## src/design/psc_pkg.sv

```systemverilog
// Package for the payload signature classifier: signature constants, class codes,
// register indexes, flag layout and the window compare function. No dependencies.
`default_nettype none

package psc_pkg;

  localparam int unsigned LengthBitsDef = 16;
  localparam int unsigned CfgW          = 16;
  localparam int unsigned HistDepth     = 8;
  localparam int unsigned WinBytes      = HistDepth + 1;
  localparam int unsigned WinW          = 8 * WinBytes;
  localparam int unsigned HvW           = 4;
  localparam int unsigned FlagW         = 9;

  localparam logic [CfgW-1:0] MsgLenRst   = 16'd517;
  localparam logic [CfgW-1:0] FileLenARst = 16'd260;
  localparam logic [CfgW-1:0] FileLenBRst = 16'd259;

  localparam logic [7:0] FileMarkByte = 8'h38;

  // newest byte sits in the low byte
  localparam logic [WinW-1:0] SigBase1   = 72'h69_72_61_6e_6c_6d_73;
  localparam logic [WinW-1:0] SigBase2   = 72'hc0_30;
  localparam logic [WinW-1:0] SigBase3   = 72'hff_01;
  localparam logic [WinW-1:0] SigBase4   = 72'h6e_6c_6d;
  localparam logic [WinW-1:0] SigBase5   = 72'h2e_69_72;
  localparam logic [WinW-1:0] SigKeyword = 72'h6d_65_73_73_65_6e_67_65_72;
  localparam logic [WinW-1:0] SigSocial  = 72'h72_75_62_69_6e_6f;
  localparam logic [WinW-1:0] SigService = 72'h73_65_72_76_69_63_65_73;

  localparam logic [HvW-1:0] LenBase1   = 4'd7;
  localparam logic [HvW-1:0] LenBase2   = 4'd2;
  localparam logic [HvW-1:0] LenBase3   = 4'd2;
  localparam logic [HvW-1:0] LenBase4   = 4'd3;
  localparam logic [HvW-1:0] LenBase5   = 4'd3;
  localparam logic [HvW-1:0] LenKeyword = 4'd9;
  localparam logic [HvW-1:0] LenSocial  = 4'd6;
  localparam logic [HvW-1:0] LenService = 4'd8;

  localparam int unsigned FlagPlain   = 5;
  localparam int unsigned FlagFile    = 6;
  localparam int unsigned FlagSocial  = 7;
  localparam int unsigned FlagService = 8;

  typedef enum logic [1:0] {
    CFG_MSG_LEN    = 2'd0,
    CFG_FILE_LEN_A = 2'd1,
    CFG_FILE_LEN_B = 2'd2
  } cfg_idx_e;

  typedef enum logic [2:0] {
    CLS_NONE        = 3'd0,
    CLS_GENERIC     = 3'd1,
    CLS_MSG         = 3'd2,
    CLS_MSG_FILE    = 3'd3,
    CLS_SOCIAL      = 3'd4,
    CLS_SERVICE     = 3'd5,
    CLS_SOCIAL_FILE = 3'd6
  } class_e;

  typedef struct packed {
    logic base1;
    logic base2;
    logic base3;
    logic base4;
    logic base5;
    logic social;
    logic service;
    logic keyword;
  } psc_hit_t;

  function automatic logic sig_hit(input logic [WinW-1:0] win, input logic [HvW-1:0] hv,
                                   input logic [WinW-1:0] sig, input logic [HvW-1:0] slen);
    logic ok;
    ok = (({1'b0, hv} + 5'd1) >= {1'b0, slen});
    for (int k = 0; k < WinBytes; k++) begin
      if ((HvW'(k) < slen) && (win[8*k +: 8] != sig[8*k +: 8])) begin
        ok = 1'b0;
      end
    end
    return ok;
  endfunction

endpackage

`default_nettype wire

```

## src/design/psc_if.sv

```systemverilog
// Valid/ready channel interfaces for input bytes and class code results.
// Depends on nothing.
`default_nettype none

interface psc_in_if;
  logic       valid;
  logic       ready;
  logic [7:0] data_byte;
  logic       is_tcp;
  logic       last_byte;

  modport source (output valid, output data_byte, output is_tcp, output last_byte,
                  input ready);
  modport sink (input valid, input data_byte, input is_tcp, input last_byte,
                output ready);
endinterface

interface psc_out_if;
  logic       valid;
  logic       ready;
  logic [2:0] class_code;

  modport source (output valid, output class_code, input ready);
  modport sink (input valid, input class_code, output ready);
endinterface

`default_nettype wire

```

## src/design/psc_match.sv

```systemverilog
// Byte history shift line and the eight signature comparators.
// Depends on psc_pkg.
`default_nettype none

module psc_match
  import psc_pkg::*;
(
  input  wire logic     clk_i,
  input  wire logic     rst_ni,
  input  wire logic     step_i,
  input  wire logic [7:0] data_byte_i,
  input  wire logic     is_tcp_i,
  input  wire logic     last_byte_i,
  output psc_hit_t      hit_o
);

  logic [7:0]     hist_q [HistDepth];
  logic [HvW-1:0] hv_q, hv_d;
  logic [WinW-1:0] win;

  always_comb begin
    win[7:0] = data_byte_i;
    for (int k = 0; k < HistDepth; k++) begin
      win[8*(k+1) +: 8] = hist_q[k];
    end
  end

  always_comb begin
    hit_o.base1   = sig_hit(win, hv_q, SigBase1, LenBase1);
    hit_o.base2   = sig_hit(win, hv_q, SigBase2, LenBase2);
    hit_o.base3   = sig_hit(win, hv_q, SigBase3, LenBase3);
    hit_o.base4   = sig_hit(win, hv_q, SigBase4, LenBase4);
    hit_o.base5   = sig_hit(win, hv_q, SigBase5, LenBase5);
    hit_o.social  = sig_hit(win, hv_q, SigSocial, LenSocial);
    hit_o.service = sig_hit(win, hv_q, SigService, LenService);
    hit_o.keyword = sig_hit(win, hv_q, SigKeyword, LenKeyword);
  end

  always_comb begin
    hv_d = hv_q;
    if (step_i) begin
      if (is_tcp_i && !last_byte_i) begin
        hv_d = (hv_q == HvW'(HistDepth)) ? hv_q : hv_q + 1'b1;
      end else begin
        hv_d = '0;
      end
    end
  end

  always_ff @(posedge clk_i or negedge rst_ni) begin
    if (!rst_ni) begin
      hv_q <= '0;
    end else begin
      hv_q <= hv_d;
    end
  end

  always_ff @(posedge clk_i) begin
    if (step_i && is_tcp_i) begin
      hist_q[0] <= data_byte_i;
      for (int k = 1; k < HistDepth; k++) begin
        hist_q[k] <= hist_q[k-1];
      end
    end
  end

endmodule

`default_nettype wire

```

## src/design/psc_class.sv

```systemverilog
// Sticky signature flags, keyword resolution, packet length counter and class
// selection. Depends on psc_pkg.
`default_nettype none

module psc_class
  import psc_pkg::*;
#(
  parameter int unsigned LengthBits = LengthBitsDef
) (
  input  wire logic            clk_i,
  input  wire logic            rst_ni,
  input  wire logic            step_i,
  input  wire logic [7:0]      data_byte_i,
  input  wire logic            is_tcp_i,
  input  wire logic            last_byte_i,
  input  wire psc_hit_t        hit_i,
  input  wire logic [CfgW-1:0] msg_len_i,
  input  wire logic [CfgW-1:0] file_len_a_i,
  input  wire logic [CfgW-1:0] file_len_b_i,
  output class_e               class_o
);

  localparam int unsigned CmpW = (LengthBits > CfgW) ? LengthBits : CfgW;

  logic [FlagW-1:0]      flags_q, flags_d;
  logic                  pend_q, pend_d;
  logic [LengthBits-1:0] len_q, len_d, len_cur;
  logic [CmpW-1:0]       len_x;

  assign len_cur = (len_q == '1) ? len_q : len_q + 1'b1;
  assign len_x   = CmpW'(len_cur);

  always_comb begin
    flags_d = flags_q;
    pend_d  = pend_q;
    len_d   = len_cur;
    class_o = CLS_NONE;
    if (is_tcp_i) begin
      if (pend_q) begin
        if (data_byte_i == FileMarkByte) begin
          flags_d[FlagFile] = 1'b1;
        end else begin
          flags_d[FlagPlain] = 1'b1;
        end
      end
      pend_d = hit_i.keyword;
      flags_d[0]           = flags_d[0] | hit_i.base1;
      flags_d[1]           = flags_d[1] | hit_i.base2;
      flags_d[2]           = flags_d[2] | hit_i.base3;
      flags_d[3]           = flags_d[3] | hit_i.base4;
      flags_d[4]           = flags_d[4] | hit_i.base5;
      flags_d[FlagSocial]  = flags_d[FlagSocial] | hit_i.social;
      flags_d[FlagService] = flags_d[FlagService] | hit_i.service;
    end else begin
      if (pend_q) begin
        flags_d[FlagPlain] = 1'b1;
      end
      pend_d = 1'b0;
    end
    if (last_byte_i) begin
      if (pend_d) begin
        flags_d[FlagPlain] = 1'b1;
      end
      pend_d = 1'b0;
      len_d  = '0;
      if (!is_tcp_i || (flags_d[4:0] != 5'h1f)) begin
        class_o = CLS_NONE;
      end else if (flags_d[FlagPlain]) begin
        class_o = CLS_MSG;
      end else if (flags_d[FlagFile]) begin
        class_o = CLS_MSG_FILE;
      end else if (flags_d[FlagSocial]) begin
        class_o = CLS_SOCIAL;
      end else if (flags_d[FlagService]) begin
        class_o = CLS_SERVICE;
      end else if (len_x == CmpW'(msg_len_i)) begin
        class_o = CLS_MSG;
      end else if ((len_x == CmpW'(file_len_a_i)) || (len_x == CmpW'(file_len_b_i))) begin
        class_o = CLS_SOCIAL_FILE;
      end else begin
        class_o = CLS_GENERIC;
      end
    end
  end

  always_ff @(posedge clk_i or negedge rst_ni) begin
    if (!rst_ni) begin
      flags_q <= '0;
      pend_q  <= 1'b0;
      len_q   <= '0;
    end else if (step_i) begin
      flags_q <= flags_d;
      pend_q  <= pend_d;
      len_q   <= len_d;
    end
  end

endmodule

`default_nettype wire

```

## src/design/payload_signature_classifier_top.sv

```systemverilog
// Top level of the payload signature classifier: input register, config registers,
// output register. Depends on psc_pkg, psc_if, psc_match and psc_class.
//
//   channel | dir | payload                              | beat
//   in_i    | in  | data_byte[8], is_tcp[1], last_byte[1] | one payload byte
//   out_o   | out | class_code[3]                        | one per last byte
//   cfg     | in  | cfg_we_i, cfg_idx_i[2], cfg_data_i[16] | one register write
//
// One byte per cycle, except while a last byte waits for the output register: a
// beat lands in the input register, the matcher and flag logic run on it there,
// and a last byte loads the output register when that register is free. Only a last
// byte waits for a free output register; other bytes pass through under output stall.
// Reset is asynchronous, active low; flags and lengths clear, config takes defaults.
`default_nettype none

module payload_signature_classifier_top
  import psc_pkg::*;
#(
  parameter int unsigned LengthBits = LengthBitsDef
) (
  input  wire logic            clk_i,
  input  wire logic            rst_ni,
  psc_in_if.sink               in_i,
  psc_out_if.source            out_o,
  input  wire logic            cfg_we_i,
  input  wire logic [1:0]      cfg_idx_i,
  input  wire logic [CfgW-1:0] cfg_data_i
);

  logic            in_vld_q;
  logic [7:0]      in_byte_q;
  logic            in_tcp_q;
  logic            in_last_q;
  logic            out_vld_q;
  logic [2:0]      out_code_q;
  logic [CfgW-1:0] msg_len_q, file_len_a_q, file_len_b_q;
  logic            step;
  psc_hit_t        hit;
  class_e          cls;

  assign step        = in_vld_q && (!in_last_q || !out_vld_q || out_o.ready);
  assign in_i.ready  = !in_vld_q || step;
  assign out_o.valid = out_vld_q;
  assign out_o.class_code = out_code_q;

  psc_match u_match (
    .clk_i       (clk_i),
    .rst_ni      (rst_ni),
    .step_i      (step),
    .data_byte_i (in_byte_q),
    .is_tcp_i    (in_tcp_q),
    .last_byte_i (in_last_q),
    .hit_o       (hit)
  );

  psc_class #(
    .LengthBits (LengthBits)
  ) u_class (
    .clk_i        (clk_i),
    .rst_ni       (rst_ni),
    .step_i       (step),
    .data_byte_i  (in_byte_q),
    .is_tcp_i     (in_tcp_q),
    .last_byte_i  (in_last_q),
    .hit_i        (hit),
    .msg_len_i    (msg_len_q),
    .file_len_a_i (file_len_a_q),
    .file_len_b_i (file_len_b_q),
    .class_o      (cls)
  );

  always_ff @(posedge clk_i or negedge rst_ni) begin
    if (!rst_ni) begin
      msg_len_q    <= MsgLenRst;
      file_len_a_q <= FileLenARst;
      file_len_b_q <= FileLenBRst;
    end else if (cfg_we_i) begin
      case (cfg_idx_i)
        CFG_MSG_LEN:    msg_len_q    <= cfg_data_i;
        CFG_FILE_LEN_A: file_len_a_q <= cfg_data_i;
        CFG_FILE_LEN_B: file_len_b_q <= cfg_data_i;
        default: begin
        end
      endcase
    end
  end

  always_ff @(posedge clk_i or negedge rst_ni) begin
    if (!rst_ni) begin
      in_vld_q  <= 1'b0;
      out_vld_q <= 1'b0;
    end else begin
      if (in_i.ready) begin
        in_vld_q <= in_i.valid;
      end
      if (step && in_last_q) begin
        out_vld_q <= 1'b1;
      end else if (out_o.ready) begin
        out_vld_q <= 1'b0;
      end
    end
  end

  always_ff @(posedge clk_i) begin
    if (in_i.valid && in_i.ready) begin
      in_byte_q <= in_i.data_byte;
      in_tcp_q  <= in_i.is_tcp;
      in_last_q <= in_i.last_byte;
    end
    if (step && in_last_q) begin
      out_code_q <= cls;
    end
  end

endmodule

`default_nettype wire
```

## src/flat_wrapper.sv

```systemverilog
// flat-port wrapper written by rule: the top's interface ports become plain ports
module payload_signature_classifier_top_flat import psc_pkg::*;
#(
  parameter int unsigned LengthBits = LengthBitsDef
)
  (clk_i, rst_ni, cfg_we_i, cfg_idx_i, cfg_data_i, in_i_valid, in_i_data_byte, in_i_is_tcp, in_i_last_byte, in_i_ready, out_o_valid, out_o_class_code, out_o_ready);
  psc_in_if in_i_i ();
  psc_out_if out_o_i ();
  input  wire logic clk_i;
  input  wire logic rst_ni;
  input  wire logic cfg_we_i;
  input  wire logic [1:0] cfg_idx_i;
  input  wire logic [CfgW-1:0] cfg_data_i;
  input wire logic [$bits(in_i_i.valid)-1:0] in_i_valid;
  input wire logic [$bits(in_i_i.data_byte)-1:0] in_i_data_byte;
  input wire logic [$bits(in_i_i.is_tcp)-1:0] in_i_is_tcp;
  input wire logic [$bits(in_i_i.last_byte)-1:0] in_i_last_byte;
  output wire logic [$bits(in_i_i.ready)-1:0] in_i_ready;
  output wire logic [$bits(out_o_i.valid)-1:0] out_o_valid;
  output wire logic [$bits(out_o_i.class_code)-1:0] out_o_class_code;
  input wire logic [$bits(out_o_i.ready)-1:0] out_o_ready;
  assign in_i_i.valid = in_i_valid;
  assign in_i_i.data_byte = in_i_data_byte;
  assign in_i_i.is_tcp = in_i_is_tcp;
  assign in_i_i.last_byte = in_i_last_byte;
  assign in_i_ready = in_i_i.ready;
  assign out_o_valid = out_o_i.valid;
  assign out_o_class_code = out_o_i.class_code;
  assign out_o_i.ready = out_o_ready;
  payload_signature_classifier_top #(.LengthBits(LengthBits)) u_core (.clk_i(clk_i), .rst_ni(rst_ni), .in_i(in_i_i), .out_o(out_o_i), .cfg_we_i(cfg_we_i), .cfg_idx_i(cfg_idx_i), .cfg_data_i(cfg_data_i));
endmodule
```

## config.mk

```make
export PLATFORM = sky130hd
export DESIGN_NAME = payload_signature_classifier_top_flat
export DESIGN_NICKNAME = d
export VERILOG_FILES = /design/src/design/psc_pkg.sv /design/src/design/psc_if.sv /design/src/design/psc_match.sv /design/src/design/psc_class.sv /design/src/design/payload_signature_classifier_top.sv /design/src/flat_wrapper.sv
export SDC_FILE = /design/constraint.sdc
export NUM_CORES = 1
export LEC_CHECK = 0
export BUFFER_PORTS_ARGS = -buffer_cell sky130_fd_sc_hd__buf_2
export CAP_MARGIN = 10
export CORE_MARGIN = 4
export CORE_UTILIZATION = 30
export CTS_CLUSTER_DIAMETER = 100
export CTS_CLUSTER_SIZE = 8
export DETAILED_ROUTE_END_ITERATION = 10
export SLEW_MARGIN = 20
export SYNTH_ARGS = -nofsm -noshare
export SYNTH_HDL_FRONTEND = slang
export SYNTH_SLANG_ARGS = --single-unit
```

## constraint.sdc

```tcl
create_clock -name clk_i -period 4 [get_ports clk_i]
set_input_delay 0.2 -clock clk_i [delete_from_list [all_inputs] [get_ports clk_i]]
set_output_delay 0.2 -clock clk_i [all_outputs]
set_load 0.01 [all_outputs]
```

# After elaboration in Yosys (flattened, before gate mapping)

Memory sizes are Yosys's and may differ from the RTL's.
Index checks and enable logic that the tools add are counted.

Memory bits (writable): 64
Output and inout bits: 5
Input bits: 33
Logic and storage cells: 166
Register bits: 93
Memories kept: 1

Memories:

| memory                | depth | bits a word | rd ports | clocked after Yosys merged registers in | write ports | line            | text |
|---|---|---|---|---|---|---|---|
| u_core.u_match.hist_q | 8     | 8           | 8        | 0                                       | 8           | psc_match.sv:17 | `logic [7:0] hist_q [HistDepth];` |

Reduce and logical (&&, ||, !) cells: 23
$lt $le $gt $ge: 6
Muxes and demuxes: 66
$add $sub $neg: 3
Eq/ne operators: 44
Bitwise logic cells: 8

Operator list:

| cell                                                 | number |
|---|---|
| != test 8 x 7 -> 1 bit (second input constant)       | 29 |
| two-way mux 1 bit                                    | 53 |
| == test 16 bit                                       | 3 |
| two-way mux 16 bit                                   | 2 |
| adder 16 x 1 -> 16 bit (second input constant)       | 1 |
| == test 16 bit (second input constant)               | 1 |
| != test 8 x 6 -> 1 bit (second input constant)       | 2 |
| != test 8 bit (second input constant)                | 2 |
| two-way mux 3 bit                                    | 5 |
| >= comparator 5 x 2 -> 1 bit (second input constant) | 2 |
| >= comparator 5 x 3 -> 1 bit (second input constant) | 2 |
| >= comparator 5 x 4 -> 1 bit (second input constant) | 2 |
| == test 8 x 6 -> 1 bit (second input constant)       | 1 |
| two-way mux 4 bit                                    | 2 |
| != test 8 x 1 -> 1 bit (second input constant)       | 1 |
| AND reduction 2 bit                                  | 4 |
| OR 1 bit                                             | 7 |
| two-way mux 2 bit                                    | 3 |
| adder 4 x 1 -> 5 bit (second input constant)         | 1 |
| logical AND 1 bit                                    | 5 |
| logical OR 1 bit                                     | 5 |
| two-way mux 5 bit                                    | 1 |
| != test 5 bit (second input constant)                | 1 |
| adder 4 x 1 -> 4 bit (second input constant)         | 1 |
| 11 further kinds                                     | 14 |

# Longest topological paths before layout

Gate-level depths: netlist of run 1.

Depth in word-level cells: 16
Mapped depth: 12
Gate-level depth less buffers: 11

# Cells and area by module

From an unflattened synthesis of run 1, not the netlist that was laid out.

Cells, all modules: 665
Area total of the unflattened synthesis: 7970.1 um^2

By module, submodules not included:

| module                           | area each (um^2) | instances | cells an instance |
|---|---|---|---|
| psc_class                        | 2852.7           | 1         | 354 |
| psc_match                        | 2802.7           | 1         | 186 |
| payload_signature_classifier_top | 2314.7           | 1         | 125 |

# Least setup slack after synthesis of run 1

OpenSTA, ideal clock, no wires.

Path kind: reg-to-reg
From: register u_core.u_class.len_q[5]
To: register u_core.out_code_q[1] (netlist: u_core.out_o.class_code[1]) (data pin)
Required time: 3.870 ns
Path slack: 0.826 ns
Setup time: 0.130 ns
Clock period less this slack: 3.174 ns
Cell stages (with the launch flop): 11
Arrival time: 3.043 ns
Cells stage by stage: dfrtp_1 buf_2 nand4_2 o41ai_1 xnor2_1 o21ai_0 or4_1 or4_1 o32a_1 a21oi_1 o21a_1

Longest elaborated chain between the ends: 10
Elaborated cells between the ends (all ways): 13
Those cells by class: add/sub: 1; eq/ne: 4; mux: 7; reduce/logical: 1

RTL lines:

| element                                                         | line                                    | text |
|---|---|---|
| start: declaration                                              | psc_class.sv:27                         | `logic [LengthBits-1:0] len_q, len_d, len_cur;` |
| start signal: assignment                                        | psc_class.sv:94                         | `len_q <= len_d;` |
| adder 16 x 1 -> 16 bit / == test 16 bit (equally long branches) | psc_class.sv:30                         | `assign len_cur = (len_q == '1) ? len_q : len_q + 1'b1;` |
| two-way mux 16 bit *                                            | psc_class.sv:30                         |  |
| == test 16 bit                                                  | psc_class.sv:78                         | `end else if ((len_x == CmpW'(file_len_a_i)) \|\| (len_x == CmpW'(file_len_b_i))) begin` |
| logical OR 1 bit                                                | psc_class.sv:78                         |  |
| two-way mux 3 bit                                               | psc_class.sv:78                         |  |
| two-way mux 3 bit *                                             | psc_class.sv:76                         | `end else if (len_x == CmpW'(msg_len_i)) begin` |
| two-way mux 3 bit *                                             | psc_class.sv:74                         | `end else if (flags_d[FlagService]) begin` |
| two-way mux 3 bit *                                             | psc_class.sv:72                         | `end else if (flags_d[FlagSocial]) begin` |
| two-way mux 2 bit *                                             | psc_class.sv:70                         | `end else if (flags_d[FlagFile]) begin` |
| two-way mux 2 bit *                                             | psc_class.sv:68                         | `end else if (flags_d[FlagPlain]) begin` |
| end signal: assignment                                          | payload_signature_classifier_top.sv:111 | `out_code_q <= cls;` |
| end: declaration                                                | payload_signature_classifier_top.sv:35  | `logic [2:0] out_code_q;` |

Mark *: on every way between the ends. The rest lies on a longest branch, timed or not.
A chain may end at the register's enable or synchronous reset.

# Final worst setup path of run 1

From: register u_core.u_class.len_q[5]
To: register u_core.out_code_q[0] (netlist: u_core.out_o.class_code[0]) (data pin)

Longest elaborated chain between the ends: 9
Elaborated cells between the ends (all ways): 12
Those cells by class: add/sub: 1; eq/ne: 4; mux: 6; reduce/logical: 1

RTL lines:

| element                                                         | line |
|---|---|
| adder 16 x 1 -> 16 bit / == test 16 bit (equally long branches) | psc_class.sv:30 |
| two-way mux 16 bit *                                            | psc_class.sv:30 |
| == test 16 bit                                                  | psc_class.sv:78 |
| logical OR 1 bit                                                | psc_class.sv:78 |
| two-way mux 3 bit                                               | psc_class.sv:78 |
| two-way mux 3 bit *                                             | psc_class.sv:76 |
| two-way mux 3 bit *                                             | psc_class.sv:74 |
| two-way mux 3 bit *                                             | psc_class.sv:72 |
| two-way mux 2 bit *                                             | psc_class.sv:70 |

Marks and branches as above.

==> summary.md, run 1 <==
The run finished with clean final reports. The logs give 0 for the number of warnings issued by yosys and 0 for the number of endpoints failing setup at the final stage. The tools report the root buffer selected by CTS as sky130_fd_sc_hd__clkbuf_16. The type of the worst min-delay path is input port to flip-flop. The clock period minus worst slack came out at 3.71 ns.

The slowest stage of the critical path is the sky130_fd_sc_hd__nor4b_1 cell. The share of the synthesized area in the top cell type is 0.273. Worst-case headroom to the max-slew limit: 0.334. The total vias in the final route was 6752; the global placement routability congestion was 0.996. Across the run, the number of max-cap violations was 0. Setup clock skew after layout: 0.0137 ns. The finished layout holds 1222 standard cells, fillers aside. The mean instance size in the synthesized netlist was 11.0 sq um.

TritonCTS built the clock tree. The detail route stage leaves a number of antenna-violating nets equal to 0. After synthesis the cells add up to 8460 sq um.

Total power for the finished layout comes to 4.51 mW. The highest net fanout along the worst path came out at 10. In this run, placement finished with an instance count of 1178. The worst path meets setup with 0.291 ns of slack. No sink is reached through more buffers than the 2 on the longest clock path.

Final design instance area without fill: 9900 sq um. The number of global-route vias before repair was 6676. The share of synthesized flip-flops with an asynchronous set or reset came out at 0.510. The proportion of total power due to net switching works out to 0.321. The worst register-to-register path begins at u_core.u_class.len_q[5]. The width of the chip came out at 176 um. The run gives 0 as the number of slew-limit violations in the final report.

The synthesized design contains 77 enable-type register cells. STA puts the critical path data required time at 4.19 ns. The y dimension of the die is 176 um.

The cell that appears most often on the critical path is sky130_fd_sc_hd__nor4b_1. For the area of the die, the log shows 31000 sq um. Static timing analysis puts the maximum clock frequency at 0.270 GHz. The sequential-to-total area share from yosys stat came out at 0.511. In this run the worst setup path begins at u_core.u_class.len_q[5]. Number of hold violations in the final report: 0. The critical path is of the flip-flop to flip-flop type. The largest delay contributor family on the critical path is simple AND/OR/NAND/NOR gates. Timing analysis after detailed placement gives a worst setup slack of 0.435 ns.

Among all flip-flop cells after synthesis, the most frequent one is sky130_fd_sc_hd__edfxtp_1. The startpoint identified for the worst hold timing path is cfg_data_i[12]. The routed design has 26400 um of wire. The tools report the worst-case vdd ir drop as 0.253 mV. The tools report the proportion of power drawn by flip-flops and latches as 0.460.

Routed length per instance: 21.6 um. The placed instances occupy a cell area of 9180 sq um. Row generation in the floorplan step produced 61 rows. The run gives 807 as the synthesized net count. The element type at the critical path start is a flip-flop. Counting every instance in the synthesized netlist gives 769.

Counting the fill cells in the layout gives 2831. The detail-routed via count per cell is 5.53, and the count of buffer and inverter cells on the critical path is 1. Summed over all nets, the switching power comes to 1.45 mW. Detailed placement finished with a half-perimeter wire length of 20000 um. For the first-pass detailed-route iteration total, the log shows 6. The ratio of cells with drive above 1 in the final layout was 0.210; the largest net degree at the start of global routing was 48. The starting density of the core is 0.305. Yosys mapped the design onto 76 distinct sky130hd cell types. After clock tree synthesis, the clock-pin slew on the worst setup and hold paths is 0.08 ns.

The logs give 0.357 for the share of the core filled with cells in the final layout and 0.174 for the overall fraction of global-route tracks in use. The H-tree was split into 4 levels. The run gives 0.0168 ns as the worst hold slack after final layout. The portion of the clock cycle consumed by the worst path in the final layout is 0.927.

The number of antenna diodes in the final layout is 0. The leakage power was 3.59 nW; the initial antenna violation count was 0. The run gives 3.90 ns as the critical path arrival.

The flip-flop and latch count after synthesis is 157. The tools report the endpoint kind of the worst setup timing path as a flip-flop. The wire length of the first global-routing pass was 41200 um.

The count of port buffers added during placement came out at 37. The final layout contains 869 nets. Setup repair after global routing left no endpoint under its margin. For the internal power, the log shows 3.06 mW.

From synthesis to final layout, the design area changed by 17.0%. After synthesis, the cell types taking the most area are sky130_fd_sc_hd__edfxtp_1 27%, sky130_fd_sc_hd__dfrtp_1 21%, sky130_fd_sc_hd__mux2_2 6.5%. The setup TNS was 0 ns; the delay contributed by the slowest stage of the critical path was 0.49 ns. Of all cell types, the one taking the most synthesized area is sky130_fd_sc_hd__edfxtp_1. The power density relative to cell area came out at 455 nW/um^2. The total I/O pin count was 38; the fraction of power consumed by combinational cells was 0.172. The core region is 27800 sq um. At the pin with the least slew margin, the transition time is 0.996 ns. The signal on the critical path passes through buf_4 -> and4_1 -> o211ai_1 -> xnor2_1 -> o2111a_1 -> nand4_1 -> nor4b_1 -> a22o_1 -> nor4b_1 -> or2_1. The tools report the total CTS buffers as 17. DRC violation count after routing: 0.

Clock network latency to the later pin of the worst-skew pair: 0.44 ns. The run gives 717 as the first-iteration detailed-routing DRC count. For the number of sinks driven by the clock tree, the log shows 157.

The part of the power in the clock network is 0.369, and the leftover overflow at the end of global routing is 0.
registers in the layout (all words and copies together) (netlist names), 3 cells and up:
name                     flops
u_core.in_byte_q             8
u_core.out_o.class_code      3
u_core.u_class.flags_q       9
u_core.u_match.hv_q          4
u_core.u_class.len_q        16
u_core.msg_len_q            16
u_core.u_match.hist_q       64
u_core.file_len_a_q         16
u_core.file_len_b_q         16
layout by cell type (no fill, tap or decap), types with 10 or more instances in the layout:
cell	synthesis	final
sky130_fd_sc_hd__nor3_1	16	16
sky130_fd_sc_hd__nand4b_1	13	13
sky130_fd_sc_hd__nand2_1	61	61
sky130_fd_sc_hd__a21oi_1	27	27
sky130_fd_sc_hd__xor2_1	16	16
sky130_fd_sc_hd__dlygate4sd3_1	0	12
sky130_fd_sc_hd__nor4_1	15	15
sky130_fd_sc_hd__nor2_1	63	63
sky130_fd_sc_hd__dfrtp_1	72	72
sky130_fd_sc_hd__and3_1	11	10
sky130_fd_sc_hd__buf_4	2	31
sky130_fd_sc_hd__o21ai_0	26	26
sky130_fd_sc_hd__nand3_1	17	17
sky130_fd_sc_hd__buf_2	14	36
sky130_fd_sc_hd__clkbuf_16	0	17
sky130_fd_sc_hd__nand4_1	27	27
sky130_fd_sc_hd__nor2b_1	12	12
sky130_fd_sc_hd__mux2_2	49	49
sky130_fd_sc_hd__inv_1	13	13
sky130_fd_sc_hd__nand2b_1	12	12
sky130_fd_sc_hd__xnor2_1	24	24
sky130_fd_sc_hd__edfxtp_1	77	77
sky130_fd_sc_hd__nor4b_1	10	10
worst paths after layout:
check | slack [ns] | cells past startpoint | to
min reg2reg | 0.43 | 0 | u_core.u_match.hist_q[1][15]
max in group asynchronous | 2.77 | 3 | u_core.msg_len_q[9]
min in group asynchronous | 0.33 | 2 | u_core.file_len_a_q[0]
max | 0.29 | 10 | u_core.out_o.class_code[0]
min | 0.02 | 2 | u_core.file_len_b_q[12]
max reg2reg | 0.29 | 10 | u_core.out_o.class_code[0]
layout make-up:
class	count	area (sq um)	area share
well taps	378	473	0.0478
repair buffers	79	533	0.0538
inverters	13	48.8	0.00493
clock buffers	17	425	0.0430
clock inverters	15	180	0.0182
multi-input cells	563	3920	0.396
flip-flops and latches	157	4320	0.437
kinds of logic (layout without fill, tap and decap cells):
kind of cell,after synthesis,in the layout,share of synthesized area
compound gates,143,143,0.121
xor+xnor,40,40,0.0414
fa+ha+maj,5,5,0.00739
buf+inv,49,124,0.0265
flops,157,157,0.511
mux,58,58,0.0759
simple gates,317,317,0.217
what timing repair did:
item                                   CTS  global route
endpoints found under the hold margin   53             0
gates resized for setup                  0             0
setup buffers                            0             0
hold buffers                            12             0
power by group through the flow:
stage               Sequential, mW  Clock (mW)  Combinational, mW
finish                        2.07        1.66              0.775
detailed placement            2.10           0              0.755
CTS                           2.07        1.70              0.768
floorplan                     2.01           0              0.531
global route                  2.09        1.77              0.842
global placement              2.10           0              0.762
layer usage:
metal / wire [um] / GRT usage / vias to the layer above
met5: 0 / 0 / -
met4: 1030 / 0.0763 / 0
met3: 1760 / 0.0325 / 57
met2: 11700 / 0.260 / 287
met1: 11900 / 0.247 / 3333
li1: - / - / 3075
cell usage after synthesis, types with 9 or more instances:
library cell / n
sky130_fd_sc_hd__nand3_1: 17
sky130_fd_sc_hd__nand4b_1: 13
sky130_fd_sc_hd__mux2i_1: 9
sky130_fd_sc_hd__buf_2: 14
sky130_fd_sc_hd__xor2_1: 16
sky130_fd_sc_hd__a21oi_1: 27
sky130_fd_sc_hd__xnor2_1: 24
sky130_fd_sc_hd__nand2b_1: 12
sky130_fd_sc_hd__clkbuf_1: 18
sky130_fd_sc_hd__inv_1: 13
sky130_fd_sc_hd__nand2_1: 61
sky130_fd_sc_hd__and4_1: 9
sky130_fd_sc_hd__o21ai_0: 26
sky130_fd_sc_hd__nor4_1: 15
sky130_fd_sc_hd__dfrtp_1: 72
sky130_fd_sc_hd__nor2b_1: 12
sky130_fd_sc_hd__nor4b_1: 10
sky130_fd_sc_hd__mux2_2: 49
sky130_fd_sc_hd__and3_1: 11
sky130_fd_sc_hd__nor2_1: 63
sky130_fd_sc_hd__edfxtp_1: 77
sky130_fd_sc_hd__nor3_1: 16
sky130_fd_sc_hd__nand4_1: 27
Note: power is estimated with default switching activity, not from simulation.
==> inputs of run 2 (changes only) <==
--- a/config.mk
+++ b/config.mk
@@ -5,6 +5,7 @@
 export SDC_FILE = /design/constraint.sdc
 export NUM_CORES = 1
 export LEC_CHECK = 0
+export ABC_AREA = 1
 export BUFFER_PORTS_ARGS = -buffer_cell sky130_fd_sc_hd__buf_2
 export CAP_MARGIN = 10
 export CORE_MARGIN = 4
==> run 2 against run 1 <==
- non-clock buffer count is 28 lower
- combinational power shrank 30%
- clock power shrank 3%
- maximum frequency is 27% higher
- global-route usage is 3.1 points lower
- worst setup slack gained 0.78 ns
- clock skew is 0.0018 ns higher
- final area down 6.5%
- routed wire length fell by 23%
- highest routed layer unchanged
- sequential share of layout area up 3.0 points
- clock-buffer cell count did not move
==> summary.md, run 2 <==
The count of port buffers added during placement works out to 37 (unchanged). The share of the synthesized area in the top cell type came out at 0.290 (+0.0166). The number of flip-flops in the largest register works out to 64 (unchanged). For the deepest clock path buffer count, the log shows 2 (unchanged). For the share of the core filled with cells in the final layout, the log shows 0.354 (-0.00211). The flip-flop and latch count after synthesis works out to 157 (unchanged). Post-place setup slack: 1.12 ns (+0.689 ns). The top achievable clock speed was 0.341 GHz (+27%); the part of the power in the clock network was 0.391 (+0.022). The tools report the worst hold slack after final layout as 0.0261 ns (+0.00937 ns).

For the internal power, the log shows 2.88 mW (-5.9%). The number of enable flip-flop cells after synthesis is 77 (unchanged), and the clock edge transition at the registers on the reported setup and hold paths is 0.07 ns (about the same). The leading area contributor after synthesis is sky130_fd_sc_hd__edfxtp_1. The critical path goes through ha_1 -> nand2_1 -> nor2_4 -> nand2_4 -> clkinv_2 -> nand2_4 -> nand2_1 -> nand2_1 -> and2_1 -> nand3_1 -> nor2_1 -> nand3_1 -> a21oi_1 -> a21oi_1. The run gives 81 (+69%) as the largest net degree at the start of global routing.

The ratio of cells with drive above 1 in the final layout is 0.0981 (-0.112). The run gives 539 (-25%) as the first-iteration detailed-routing DRC count. Setup repair after global routing left no endpoint under its margin. The number of instances on the worst hold path works out to 3 (+1). The run gives 0 (unchanged) as the number of hold violations in the final report.

The type of the worst min-delay path is input port to flip-flop. The highest net fanout along the worst path is 44 (+34). Number of warnings issued by yosys: 0 (unchanged).

Number of slew-limit violations in the final report: 0 (unchanged). The most used flip-flop cell after synthesis is sky130_fd_sc_hd__edfxtp_1. The commonest cells after synthesis are 263 x sky130_fd_sc_hd__nand2_1, 137 x sky130_fd_sc_hd__inv_1, 98 x sky130_fd_sc_hd__nand3_1, 91 x sky130_fd_sc_hd__nor2_1, 77 x sky130_fd_sc_hd__edfxtp_1. The portion of the clock cycle consumed by the worst path in the final layout was 0.732 (-0.195). The transition time at the pin with the least slew margin was 0.950 ns (-0.0458 ns); the starting density of the core was 0.305 (+0.000691). The logs give 0.251 mV (-0.73%) for the worst-case vdd ir drop and 0 (unchanged) for the number of endpoints failing setup at the final stage. The clock period minus worst slack works out to 2.93 ns (-0.779 ns). The tree is rooted in a sky130_fd_sc_hd__clkbuf_16. Leftover overflow at the end of global routing: 0 (unchanged).

TritonCTS built the clock tree. The delay contributed by the slowest stage of the critical path was 0.42 ns (-0.07 ns). The detailed placer's ending HPWL is 15200 um (-24%), and the number of inserted filler cells in the final layout is 2779 (-1.8%). The final net count came out at 1055 (+21%). The gate count after technology mapping is 964 (+25%), and the setup clock skew after layout is 0.0155 ns (+0.00185 ns). The number of nets still failing antenna checks after routing was 0 (unchanged); the total number of placement rows was 59 (-3.3%).

The cell repeated most along the worst path was sky130_fd_sc_hd__nand2_1. The width of the chip came out at 171 um (-2.8%). The sequential-to-total area share from yosys stat came out at 0.542 (+0.0310). The setup path with the least slack is of type flip-flop to flip-flop.

The cell area after synthesis came out at 7980 sq um (-5.7%). Leaving out fill and tap cells, the most frequent cell in the layout is sky130_fd_sc_hd__nand2_1. The setup TNS was 0 ns (unchanged). For the global placement routability congestion, the log shows 0.958 (-3.8%). Level count of the clock H-tree: 4 (unchanged). STA classifies the critical path startpoint as a flip-flop. The total vias in the final route is 6563 (-2.8%), and the register area is 4320 sq um (unchanged). The proportion of total power due to net switching was 0.300 (-0.0216); the placeable core region was 26100 sq um (-5.9%). Dominant cell by count in the synthesized netlist: sky130_fd_sc_hd__nand2_1.

The worst path required time is 4.16 ns (-0.03 ns), and the DRC violation count after routing is 0 (unchanged). The routed length per instance was 14.9 um (-31%). The logs give 17 (unchanged) for the total CTS buffers and 1.07 ns (+0.779 ns) for the setup slack after layout. The slowest cell on the critical path was sky130_fd_sc_hd__dfrtp_1. The footprint of the multi-input gates is 3060 sq um (-22%), and the number of sinks driven by the clock tree is 157 (unchanged). The mean instance size in the synthesized netlist was 8.28 sq um (-25%).

For the area of the die, the log shows 29300 sq um (-5.5%). The total routed wirelength was 20400 um (-23%); the wire length of the first global-routing pass was 33100 um (-20%). The share of synthesized flip-flops with an asynchronous set or reset was 0.510 (unchanged). The clock network latency to the later pin of the worst-skew pair came out at 0.43 ns (about the same). The initial antenna violation count was 0 (unchanged); the number of max-cap violations was 0 (unchanged). The final design instance area without fill was 9260 sq um (-6.5%). Ranked by total cell area, the synthesized netlist is headed by sky130_fd_sc_hd__edfxtp_1 29%, sky130_fd_sc_hd__dfrtp_1 23%, sky130_fd_sc_hd__nand2_1 12%. The fraction of power consumed by combinational cells is 0.131 (-0.041). The worst setup path is captured at a flip-flop. The total I/O pin count is 38 (unchanged), and the critical path arrival is 3.09 ns (-0.81 ns). Synthesized net count: 1002 (+24%). Y dimension of the die: 171 um (-2.8%). The power density relative to cell area is 444 nW/um^2 (-2.4%). The register bank with the most flops was u_core.u_match.hist_q. The cell count of the worst reg-to-reg path was 14 (+4). The number of distinct library cell variants in the gate-level netlist after synthesis is 38 (-50%).

The worst-case headroom to the max-slew limit is 0.365 (+0.0310). The proportion of power drawn by flip-flops and latches was 0.478 (+0.018); the power spent charging and discharging nets was 1.23 mW (-15%). The detail-routed via count per cell was 4.81 (-13%). The overall fraction of global-route tracks in use is 0.143 (-0.0307).

The leakage power is 4.22 nW (+18%), and the cell area reported after detailed placement is 8540 sq um (-6.9%). In the layout the commonest cells are 263 x sky130_fd_sc_hd__nand2_1, 137 x sky130_fd_sc_hd__inv_1, 97 x sky130_fd_sc_hd__nand3_1, 90 x sky130_fd_sc_hd__nor2_1, 77 x sky130_fd_sc_hd__edfxtp_1. First-pass detailed-route iteration total: 6 (unchanged).

The run gives 6391 (-4.3%) as the number of global-route vias before repair. The run finished with clean final reports. For the number of antenna cells inserted, the log shows 0 (unchanged). The area growth from synthesis to layout is 16.1%.
## run 2: cell types whose count changed after synthesis, moves of 15 or more
cell,change
sky130_fd_sc_hd__nand2_1,+202
sky130_fd_sc_hd__o21ai_0,+44
sky130_fd_sc_hd__nand3_1,+81
sky130_fd_sc_hd__inv_1,+124
sky130_fd_sc_hd__a21oi_1,-15
sky130_fd_sc_hd__nor2_1,+28
sky130_fd_sc_hd__mux2_2,-49
sky130_fd_sc_hd__xnor2_1,-21
## run 2: layout make-up
cell class | count | area share
Sequential cell | 157 | 0.467
Timing Repair Buffer | 51 | 0.0366
Clock buffer | 17 | 0.0459
Tap cell | 335 | 0.0453
Inverter | 141 | 0.0573
Multi-Input combinational cell | 649 | 0.330
Clock inverter | 15 | 0.0176
## run 2: cells by family (layout without fill, tap and decap cells)
group	Yosys count	in the layout	synth area share
simple gates	540	540	0.302
buf+inv	158	224	0.0767
flops	157	157	0.542
compound gates	98	98	0.0648
xor+xnor	6	6	0.00659
fa+ha+maj	5	5	0.00784
## run 2: through the flow
step | std cells | power, mW
after CTS | 1365 | 4.14
final | 1365 | 4.12
after global routing | 1365 | 4.32
after floorplan | 964 | 2.33
after detailed placement | 1321 | 2.52
after global placement | 1321 | 2.52
## run 2: worst paths after layout
kind / from / end / slack, ns
setup reg to reg: u_core.u_class.len_q[0] / u_core.out_o.class_code[2] / 1.07
setup / recovery: u_core.u_class.len_q[0] / u_core.out_o.class_code[2] / 1.07
hold / removal: cfg_data_i[2] / u_core.file_len_a_q[2] / 0.03
max in group asynchronous: rst_ni / u_core.out_o.valid / 3.04
min in group asynchronous: rst_ni / u_core.file_len_a_q[10] / 0.38
hold reg to reg: u_core.u_match.hist_q[1][2] / u_core.u_match.hist_q[1][10] / 0.44
## run 2: worst max-delay path: cells and delay by family, from the launching register on
family          cells  cell delay (ns)
simple gates       10             1.54
compound gates      2             0.37
fa+ha+maj           1             0.26
flops               1             0.42
buf+inv             1             0.07
## run 2: power by group through the flow
| stage | Clock (mW) | Sequential, mW | Combinational, mW |
|---|---|---|---|
| floorplan | 0 | 1.96 | 0.378 |
| global placement | 0 | 2.00 | 0.524 |
| detailed placement | 0 | 2.00 | 0.527 |
| CTS | 1.64 | 1.97 | 0.538 |
| global route | 1.71 | 1.98 | 0.622 |
| finish | 1.61 | 1.97 | 0.539 |
## run 2: what timing repair did
| action | CTS | global route |
|---|---|---|
| gates resized for setup | 0 | 0 |
| hold endpoints to repair | 25 | 0 |
| hold buffers | 12 | 0 |
| buffers inserted | 0 | 0 |
## run 2: layer usage
layer  global-route usage  share of wire  routed length [um]  vias up
li1                     -              -                   -     3286
met1                0.196           0.48                9750     3102
met2                0.227           0.46                9390      149
met3               0.0300          0.046                 942       26
met4               0.0472          0.016                 323        0
met5                    0              0                   0        -
==> inputs of run 3 (changes only) <==
--- a/config.mk
+++ b/config.mk
@@ -5,7 +5,7 @@
 export SDC_FILE = /design/constraint.sdc
 export NUM_CORES = 1
 export LEC_CHECK = 0
-export ABC_AREA = 1
+export ABC_AREA = 0
 export BUFFER_PORTS_ARGS = -buffer_cell sky130_fd_sc_hd__buf_2
 export CAP_MARGIN = 10
 export CORE_MARGIN = 4
==> constraint.sdc (replaced) <==
create_clock -name clk_i -period 3 [get_ports clk_i]
set_input_delay 0.15 -clock clk_i [delete_from_list [all_inputs] [get_ports clk_i]]
set_output_delay 0.15 -clock clk_i [all_outputs]
set_load 0.01 [all_outputs]
==> run 3 against run 2 <==
- first-iteration DRC count up 36%
- sequential share of layout area down 8.7 points
- register-to-register slack worse by 1.2 ns
- critical endpoint is now u_core.out_o.class_code[1]
- the run now ends with negative setup slack left
- largest cell class unchanged
- critical path type unchanged
==> summary.md, run 3 (synthesized netlist as in run 1, its figures left out) <==
For the overall fraction of global-route tracks in use, the log shows 0.182 (+0.0390). Width of the chip: 176 um (+2.8%). The logs give 0 (unchanged) for the number of slew-limit violations in the final report and 31000 sq um (+5.8%) for the area of the die. The total number of placement rows is 61 (+3.4%). The cell count of the worst reg-to-reg path came out at 10 (-4). The portion of the clock cycle consumed by the worst path in the final layout is 1.05 (+0.319), and the first-iteration detailed-routing DRC count is 734 (+36%). The logs give 157 (unchanged) for the number of sinks driven by the clock tree and 0 (unchanged) for the DRC violation count after routing.

The y dimension of the die came out at 176 um (+2.8%). The routed length per instance is 20.5 um (+37%). The tools report the initial antenna violation count as 0 (unchanged).

The power density relative to cell area was 558 nW/um^2 (+25%). The tools report the total vias in the final route as 7384 (+13%). The deepest clock path buffer count is 2 (unchanged), and the top achievable clock speed is 0.317 GHz (-7.2%). The type of the worst min-delay path is input port to flip-flop. For the detailed placer's ending HPWL, the log shows 21000 um (+38%). The logs give 10100 sq um (+18%) for the cell area reported after detailed placement and 3.32 ns (-0.84 ns) for the worst path required time. Total CTS buffers: 17 (unchanged). TritonCTS built the clock tree. The critical path is of the flip-flop to flip-flop type. Tracing the worst setup path back leads to its startpoint at u_core.u_class.len_q[1].

Post-place setup slack: -0.327 ns (-1.45 ns). The setup clock skew after layout came out at 0.00927 ns (-0.00627 ns). The run gives 28000 um (+37%) as the total routed wirelength. The worst register-to-register path begins at u_core.u_class.len_q[1].

The number of flip-flops in the largest register is 64 (unchanged). The number of nets still failing antenna checks after routing was 0 (unchanged). The run gives 6.35 mW (+54%) as the total chip power. The wire length of the first global-routing pass is 43200 um (+31%).

Clock edge transition at the registers on the reported setup and hold paths: 0.08 ns (about the same). Commonest non-fill, non-tap cell in the layout: sky130_fd_sc_hd__buf_4. In this run the most critical hold path is launched from cfg_data_i[3]. The final reports fail on negative setup slack.

The library cells used most frequently in the layout, excluding fill and tap cells, are 150 x sky130_fd_sc_hd__buf_4, 77 x sky130_fd_sc_hd__edfxtp_1, 71 x sky130_fd_sc_hd__dfrtp_1, 62 x sky130_fd_sc_hd__nor2_1, 60 x sky130_fd_sc_hd__nand2_1. For the number of hold violations in the final report, the log shows 0 (unchanged). The worst hold slack after final layout came out at 0.00947 ns (-0.0167 ns). The worst-case headroom to the max-slew limit came out at 0.375 (+0.0101). The setup slack after layout is -0.156 ns (-1.23 ns). The run gives 1012 (-4.1%) as the final net count. The leftover overflow at the end of global routing is 0 (unchanged). Counting flops per register, the top entry is u_core.u_match.hist_q. The clock period minus worst slack is 3.16 ns (+0.226 ns). The worst-case vdd ir drop came out at 0.372 mV (+48%). The logs give 6 (unchanged) for the first-pass detailed-route iteration total and 3 (+3) for the number of endpoints failing setup at the final stage. The highest net fanout along the worst path is 5 (-89%), and the largest net degree at the start of global routing is 81 (unchanged). The tools report the placeable core region as 27800 sq um (+6.3%). The tools report the root buffer selected by CTS as sky130_fd_sc_hd__clkbuf_16. The number of instances on the worst hold path was 2 (-1); the count of port buffers added during placement was 37 (unchanged). STA classifies the critical path startpoint as a flip-flop. The worst setup path is captured at a flip-flop. For the starting density of the core, the log shows 0.305 (-0.000691). The clock network latency to the later pin of the worst-skew pair was 0.44 ns (about the same); the transition time at the pin with the least slew margin was 0.934 ns (-0.0156 ns). The logs give 11400 sq um (+23%) for the final design instance area without fill and 38 (unchanged) for the total I/O pin count. The logs give 3.47 ns (+0.38 ns) for the critical path arrival and 7298 (+14%) for the number of global-route vias before repair. The ratio of cells with drive above 1 in the final layout works out to 0.354 (+0.256). The run finished, with violations left.

Global placement routability congestion: 0.987 (+3.1%). Detail-routed via count per cell: 5.41 (+13%). The number of max-cap violations is 0 (unchanged), and the leakage power is 4.44 nW (+5.2%). The level count of the clock H-tree is 4 (unchanged), and the number of antenna cells inserted is 0 (unchanged). Setup repair after global routing could not meet its margin everywhere. The layout-stage area growth over the synthesis result works out to 34.6%.
## run 3: changes by cell type in the layout (fill, tap and decap cells not counted), moves of 15 or more
cell and change:
sky130_fd_sc_hd__nand2_1 -203, sky130_fd_sc_hd__buf_4 +149, sky130_fd_sc_hd__xnor2_1 +16, sky130_fd_sc_hd__nor2_1 -28
sky130_fd_sc_hd__inv_1 -124, sky130_fd_sc_hd__nand3_1 -82, sky130_fd_sc_hd__o21ai_0 -49, sky130_fd_sc_hd__dlygate4sd3_1 +15
sky130_fd_sc_hd__mux2_2 +49
## run 3: final cells by class
class | count | area (sq um)
Fill cell | 2716 | 16400
Sequential cell | 157 | 4330
Multi-Input combinational cell | 563 | 4240
Timing Repair Buffer | 222 | 1700
Tap cell | 378 | 473
Clock buffer | 17 | 425
Clock inverter | 15 | 180
Inverter | 13 | 48.8
## run 3: power breakdown
part           switching (mW)  total [mW]  internal (mW)
logic                   0.713        1.40          0.686
clock network            1.08        2.22           1.13
registers               0.244        2.73           2.49
total                    2.04        6.35           4.31
## run 3: stage by stage
step	TNS [ns]	instances	util
after floorplan	0	769	-
after global placement	-0.874	1293	0.363
after detailed placement	-0.908	1293	0.363
after CTS	-0.119	1363	0.405
after global routing	-0.478	1365	0.410
final	-0.347	1365	0.410
## run 3: path summary, 6_finish.rpt
path                                           endpoint  slack (ns)
max reg2reg                  u_core.out_o.class_code[1]       -0.16
min reg2reg                u_core.u_match.hist_q[1][14]        0.44
min                                 u_core.msg_len_q[3]       0.009
max in group asynchronous     u_core.u_class.flags_q[4]        2.16
min in group asynchronous       u_core.u_class.len_q[2]        0.31
max                          u_core.out_o.class_code[1]       -0.16
## run 3: worst max-delay path, cell delays in order, from the launching register on
cell and delay [ns]:
sky130_fd_sc_hd__dfrtp_1 0.40, sky130_fd_sc_hd__ha_4 0.20, sky130_fd_sc_hd__nand3_4 0.11, sky130_fd_sc_hd__nor4_4 0.36, sky130_fd_sc_hd__mux2i_2 0.31, sky130_fd_sc_hd__nand2_1 0.08
sky130_fd_sc_hd__or4_4 0.55, sky130_fd_sc_hd__or4_4 0.46, sky130_fd_sc_hd__o32a_1 0.32, sky130_fd_sc_hd__a21oi_2 0.13, sky130_fd_sc_hd__o21a_1 0.12
## run 3: routing by layer
metal  routed length (um)  track usage  up-vias
met3                 1960       0.0377       63
li1                     -            -     3361
met4                  926       0.0686        0
met5                    0            0        -
met1                12700        0.258     3644
met2                12500        0.276      316
## run 3: timing repair
| action | CTS | global route |
|---|---|---|
| hold endpoints to repair | 126 | 0 |
| gates resized for setup | 45 | 24 |
| pin swaps | 13 | 11 |
| hold buffers | 27 | 0 |
| buffers inserted | 11 | 2 |
| setup endpoints to repair | 3 | 3 |
